File: config.mk
export PLATFORM = sky130hd
export DESIGN_NAME = lsce_div
export DESIGN_NICKNAME = d
export VERILOG_FILES = /design/src/sv/lsce_pkg.sv /design/src/sv/lsce_div.sv
export SDC_FILE = /design/constraint.sdc
export NUM_CORES = 2
export LEC_CHECK = 0
export BUFFER_PORTS_ARGS = -buffer_cell sky130_fd_sc_hd__buf_2
export CAP_MARGIN = 20
export CORE_MARGIN = 3
export CORE_UTILIZATION = 57
export DETAILED_ROUTE_END_ITERATION = 12
export PLACE_DENSITY = 0.73
export SLEW_MARGIN = 20
export SYNTH_ARGS = -nofsm -noshare
export SYNTH_HDL_FRONTEND = slang
export SYNTH_SLANG_ARGS = --single-unit
File: constraint.sdc
create_clock -name clk -period 8.25 [get_ports clk]
set_clock_uncertainty 0.2 [all_clocks]
set_input_delay 0 -clock clk [delete_from_list [all_inputs] [get_ports clk]]
set_output_delay 0 -clock clk [all_outputs]
set_load 0.01 [all_outputs]
File: src/sv/lsce_pkg.sv
`timescale 1ns / 1ps
// ----------------------------------------------------------------------------
// lsce_pkg
// Shared constants for the lattice sphere cell extent unit.
// ----------------------------------------------------------------------------
package lsce_pkg;

    localparam int COORD_BITS   = 16;
    localparam int RADIUS_BITS  = 16;
    localparam int CELL_BITS    = 16;
    localparam int DIMS         = 3;

    localparam logic [CELL_BITS-1:0] CELL_MAX     = '1;
    localparam logic [CELL_BITS-1:0] EXTRA_SHELLS = CELL_BITS'(2);
    // largest floor term that still fits after the extra shells are added
    localparam logic [CELL_BITS-1:0] FLOOR_MAX    = CELL_MAX - EXTRA_SHELLS;

endpackage

File: src/sv/lsce_div.sv
`timescale 1ns / 1ps
// ----------------------------------------------------------------------------
// lsce_div
// Pipelined restoring divider with a CELL_BITS-bit quotient and an
// overflow flag raised when the quotient does not fit.
// ----------------------------------------------------------------------------
module lsce_div #(
    parameter int SW  = 50,
    parameter int DW  = 51,
    parameter int SBW = 1
) (
    input  logic                            clk,
    input  logic                            rst_n,
    input  logic                            en,
    input  logic                            in_valid,
    input  logic [SW-1:0]                   num,
    input  logic [DW-1:0]                   den,
    input  logic [SBW-1:0]                  side_in,
    output logic                            out_valid,
    output logic [lsce_pkg::CELL_BITS-1:0]  quo,
    output logic                            ovf,
    output logic [SBW-1:0]                  side_out
);
    localparam int QB  = lsce_pkg::CELL_BITS;
    localparam int STG = QB + 1;
    localparam int CW  = (SW > DW) ? SW : DW;

    logic [STG-1:0] vld_reg;
    logic [DW-1:0]  rem_reg [STG];
    logic [QB-1:0]  low_reg [STG];
    logic [QB-1:0]  q_reg   [STG];
    logic [DW-1:0]  den_reg [STG];
    logic           ovf_reg [STG];
    logic [SBW-1:0] sb_reg  [STG];

    always_ff @(posedge clk or negedge rst_n)
    begin
        if (!rst_n)
        begin
            vld_reg <= '0;
        end
        else if (en)
        begin
            vld_reg <= {vld_reg[STG-2:0], in_valid};
        end
    end

    // head: quotient overflows when num >= den * 2^QB or den is zero
    always_ff @(posedge clk)
    begin
        if (en)
        begin
            ovf_reg[0] <= (CW'(num >> QB) >= CW'(den)) || (den == '0);
            rem_reg[0] <= DW'(num >> QB);
            low_reg[0] <= num[QB-1:0];
            q_reg[0]   <= '0;
            den_reg[0] <= den;
            sb_reg[0]  <= side_in;
        end
    end

    for (genvar s = 1; s < STG; s++)
    begin : g_stage
        logic [DW:0] cand;
        logic        ge;

        assign cand = {rem_reg[s-1], low_reg[s-1][QB-1]};
        assign ge   = (cand >= (DW+1)'(den_reg[s-1]));

        always_ff @(posedge clk)
        begin
            if (en)
            begin
                rem_reg[s] <= DW'(ge ? cand - (DW+1)'(den_reg[s-1]) : cand);
                low_reg[s] <= low_reg[s-1] << 1;
                q_reg[s]   <= {q_reg[s-1][QB-2:0], ge};
                den_reg[s] <= den_reg[s-1];
                ovf_reg[s] <= ovf_reg[s-1];
                sb_reg[s]  <= sb_reg[s-1];
            end
        end
    end

    assign out_valid = vld_reg[STG-1];
    assign quo       = q_reg[STG-1];
    assign ovf       = ovf_reg[STG-1];
    assign side_out  = sb_reg[STG-1];

endmodule

==> flow_metrics.env <==
export IMPL_dp_hpwl_um=201000
export IMPL_ys_warnings_count=0
export IMPL_crit_top_cell="nand4_1"
export IMPL_rsz0062_at_grt="false"
export IMPL_critPathSlowestCell="a31oi_4"
export IMPL_max_freq_mhz=163
export IMPL_wl_per_cell_um=19.8
export IMPL_mostFrequentLayoutCells="edfxtp_1 (1921), inv_1 (1042), a21oi_1 (966)"
export IMPL_setup_viol=0
export IMPL_avgViaCountPerCell=5.82
export IMPL_min_path_cells=2
export IMPL_worstPathArrival_ps=6520
export IMPL_synth_main_ff_cell="edfxtp_1"
export IMPL_yosysTopAreaCell="edfxtp_1"
export IMPL_cp_slowest_stage_delay_ps=810
export IMPL_largest_reg_flops=816
export IMPL_cts_resized=0
export IMPL_htree_levels=4
export IMPL_tns_ps=0
export IMPL_r2r_slack_ps=2100
export IMPL_min_from="en"
export IMPL_antenna_found_initial=0
export IMPL_place_congestion=1.02
export IMPL_synthXorXnorAreaFrac_pct=5.25
export IMPL_syn_area_um2=112000
export IMPL_drv_cap=0
export IMPL_min_period_ps=6150
export IMPL_drc=0
export IMPL_yosys_top_cells_area="edfxtp_1 (51%), ha_1 (9.3%), a21oi_1 (4.3%)"
export IMPL_critPathCaptureType="register"
export IMPL_p_leak_nw=52.0
export IMPL_synth_top_family_by_area="compound AO/OA/AOI/OAI gates"
export IMPL_synth_fa_ha_area_share_pct=9.57
export IMPL_cp_required_ps=8620
export IMPL_rr_startpoint="rem_reg[0][168]"
export IMPL_layout_nets=11700
export IMPL_antenna_left=0
export IMPL_crit_fanout=32
export IMPL_grt_busiest_layer="met2"
export IMPL_max_clock_path_buffers=3
export IMPL_synth_edf_count=1921
export IMPL_die_w_um=450
export IMPL_whs_ps=82.5
export IMPL_grt_pass1_wl_um=421000
export IMPL_wirelength_um=268000
export IMPL_start_util_pct=57.4
export IMPL_num_vias=78700
export IMPL_irDropWorstVdd_uv=254
export IMPL_grt_util_met2_pct=50.3
export IMPL_drtPass1Iterations=7
export IMPL_hold_viol_final=0
export IMPL_clock_sinks=1938
export IMPL_grt_use_met3_pct=2.75
export IMPL_avgSynthCellArea_um2=10.7
export IMPL_portBuffers=124
export IMPL_cts_root_buffer="clkbuf_16"
export IMPL_cts_made_buffers=209
export IMPL_grt_start_max_net_pins=171
export IMPL_row_count=162
export IMPL_p_per_area_nw_per_um2=363
export IMPL_clkLatencyLatePin_ps=830
export IMPL_clk_pin_slew_ps=60
export IMPL_cts_tree="built"
export IMPL_path_class="register to register"
export IMPL_hold_end="ovf_reg[0][0]"
export IMPL_final_layout_size_suffix_gt1_share_pct=7.45
export IMPL_drtIter0Drc=5026
export IMPL_ios=125
export IMPL_syn_inst=10500
export IMPL_dieArea_um2=202000
export IMPL_slew_viol_final=0
export IMPL_hold_path_class="input pin to register"
export IMPL_worstMarginPinSlew_ps=1090
export IMPL_area_growth_pct=11.1
export IMPL_cts_hold_buf=209
export IMPL_muxShareOfSynthArea_pct=2.46
export IMPL_yosysTopAreaCellShare_pct=51.4
export IMPL_grt_pass1_vias=81200
export IMPL_synth_nets=11400
export IMPL_crit_chain="ha_1 -> nand4_1 -> nor3_1 -> o2111ai_1 -> a31oi_1 -> o211ai_1 -> o31ai_1 -> a21oi_1 -> o21ai_0 -> nand4_1 -> a31oi_4 -> buf_4 -> mux2_2"
export IMPL_layout_setup_ws_ps=2100
export IMPL_layout_commonest_cell="edfxtp_1"
export IMPL_r2r_end="rem_reg[0][206]"
export IMPL_yosys_area_share_simple_pct=10.0
export IMPL_synth_compound_area_share_pct=16.2
export IMPL_ys_ff_latch=1938
export IMPL_status="completed"
export IMPL_dp_slack_ps=2100
export IMPL_path_buf_inv=1
export IMPL_slew_headroom_pct=26.3
export IMPL_crit_family="compound AO/OA/AOI/OAI gates"
export IMPL_coreArea_um2=195000
export IMPL_min_period_over_period_pct=74.5
export IMPL_use_met1_pct=26.3
export IMPL_dieHeight_um=450
export IMPL_r2r_cells=13
export IMPL_ys_types=86
export IMPL_seq_area_frac_synth_pct=51.8
export IMPL_grt_remaining_overflow=0
export IMPL_async_reset_ff_share_pct=0.877
export IMPL_crit_path_start_kind="register"
export IMPL_finalPower_mw=45.3
export IMPL_grtUsageTotal_pct=26.1
export IMPL_cts_setup_buffers=0
## area by class of cell
type	instances	area, µm²
clock buffer	243	5520
multi-input combinational	7135	49000
tap	2624	3280
inverter	1042	3910
clock inverter	148	1570
antenna	2	5.00
sequential	1938	58100
fill	15000	70700
timing repair buffer	391	3310
## worst register-to-register path, stage by stage (launching register included)
cell,delay (ps)
edfxtp_1,390
ha_1,420
nand4_1,250
nor3_1,410
o2111ai_1,230
a31oi_1,470
o211ai_1,300
o31ai_1,580
a21oi_1,200
o21ai_0,450
nand4_1,220
a31oi_4,810
buf_4,540
mux2_2,430
## routing by layer
metal  vias to the layer above  routed length (µm)
met5                         -                   0
met4                         0               19400
met3                       855                8650
met2                      2234              144000
met1                     36900               95900
li1                      38600                   -
## worst max path at each step
| stage | startpoint | end | slack (ps) | depth (start not counted) |
|---|---|---|---|---|
| 6_report | rem_reg[0][168] | rem_reg[0][206] | 2100 | 13 |
| 5_1_grt | rem_reg[0][168] | rem_reg[0][210] | 1690 | 13 |
| 4_1_cts | rem_reg[0][168] | rem_reg[0][215] | 2080 | 13 |
| 3_5_place_dp | rem_reg[0][168] | rem_reg[0][206] | 2100 | 13 |
| 3_3_place_gp | rem_reg[0][168] | rem_reg[0][208] | 2130 | 13 |
| 2_1_floorplan | rem_reg[0][412] | rem_reg[0][462] | 4140 | 14 |
## stage by stage
stage / instance area, µm² / util, % / std cells
4_1_cts: 125000 / 63.8 / 13500
5_1_grt: 125000 / 63.8 / 13500
6_report: 125000 / 63.8 / 13500
2_1_floorplan: 112000 / - / 10500
3_5_place_dp: 116000 / 59.1 / 12900
3_3_place_gp: 116000 / 59.1 / 12900
## synthesized netlist by cell type, types with 19 or more instances
cell      number
edfxtp_1    1921
inv_1       1042
a21oi_1      967
nand2_1      873
ha_1         834
o21ai_0      773
nor2_1       576
a21o_1       498
xnor2_1      393
clkbuf_1     294
xor2_1       280
nand4_1      209
mux2_2       175
o21bai_1     134
nand3_1      131
nor2b_1      130
nor3_1       125
nand2b_1     104
a31oi_1       82
o21a_1        73
a211oi_1      64
o31ai_1       63
and3_1        57
mux2_4        47
nor4_1        46
and2_1        41
a21boi_0      39
o211ai_1      39
or3_1         30
a221oi_1      22
a31o_2        21
and4_1        21
a41oi_1       19
buf_2         19
## cells by family (layout without fill, tap and decap cells)
family / count (synthesis) / count (layout)
simple gates: 2406 / 2406
flops: 1938 / 1938
xor+xnor: 673 / 673
other cells: 0 / 2
fa+ha+maj: 849 / 849
mux: 230 / 230
buf+inv: 1378 / 1824
compound gates: 2977 / 2977
## power breakdown
| part | switching, mW | leakage (nW) | internal, mW |
|---|---|---|---|
| Sequential | 1.23 | 19.0 | 14.2 |
| Clock | 3.92 | 3.44 | 5.57 |
| Combinational | 11.9 | 29.5 | 8.53 |
| Total | 17.0 | 52.0 | 28.3 |
No activity file was read; power rests on OpenSTA's default activity.
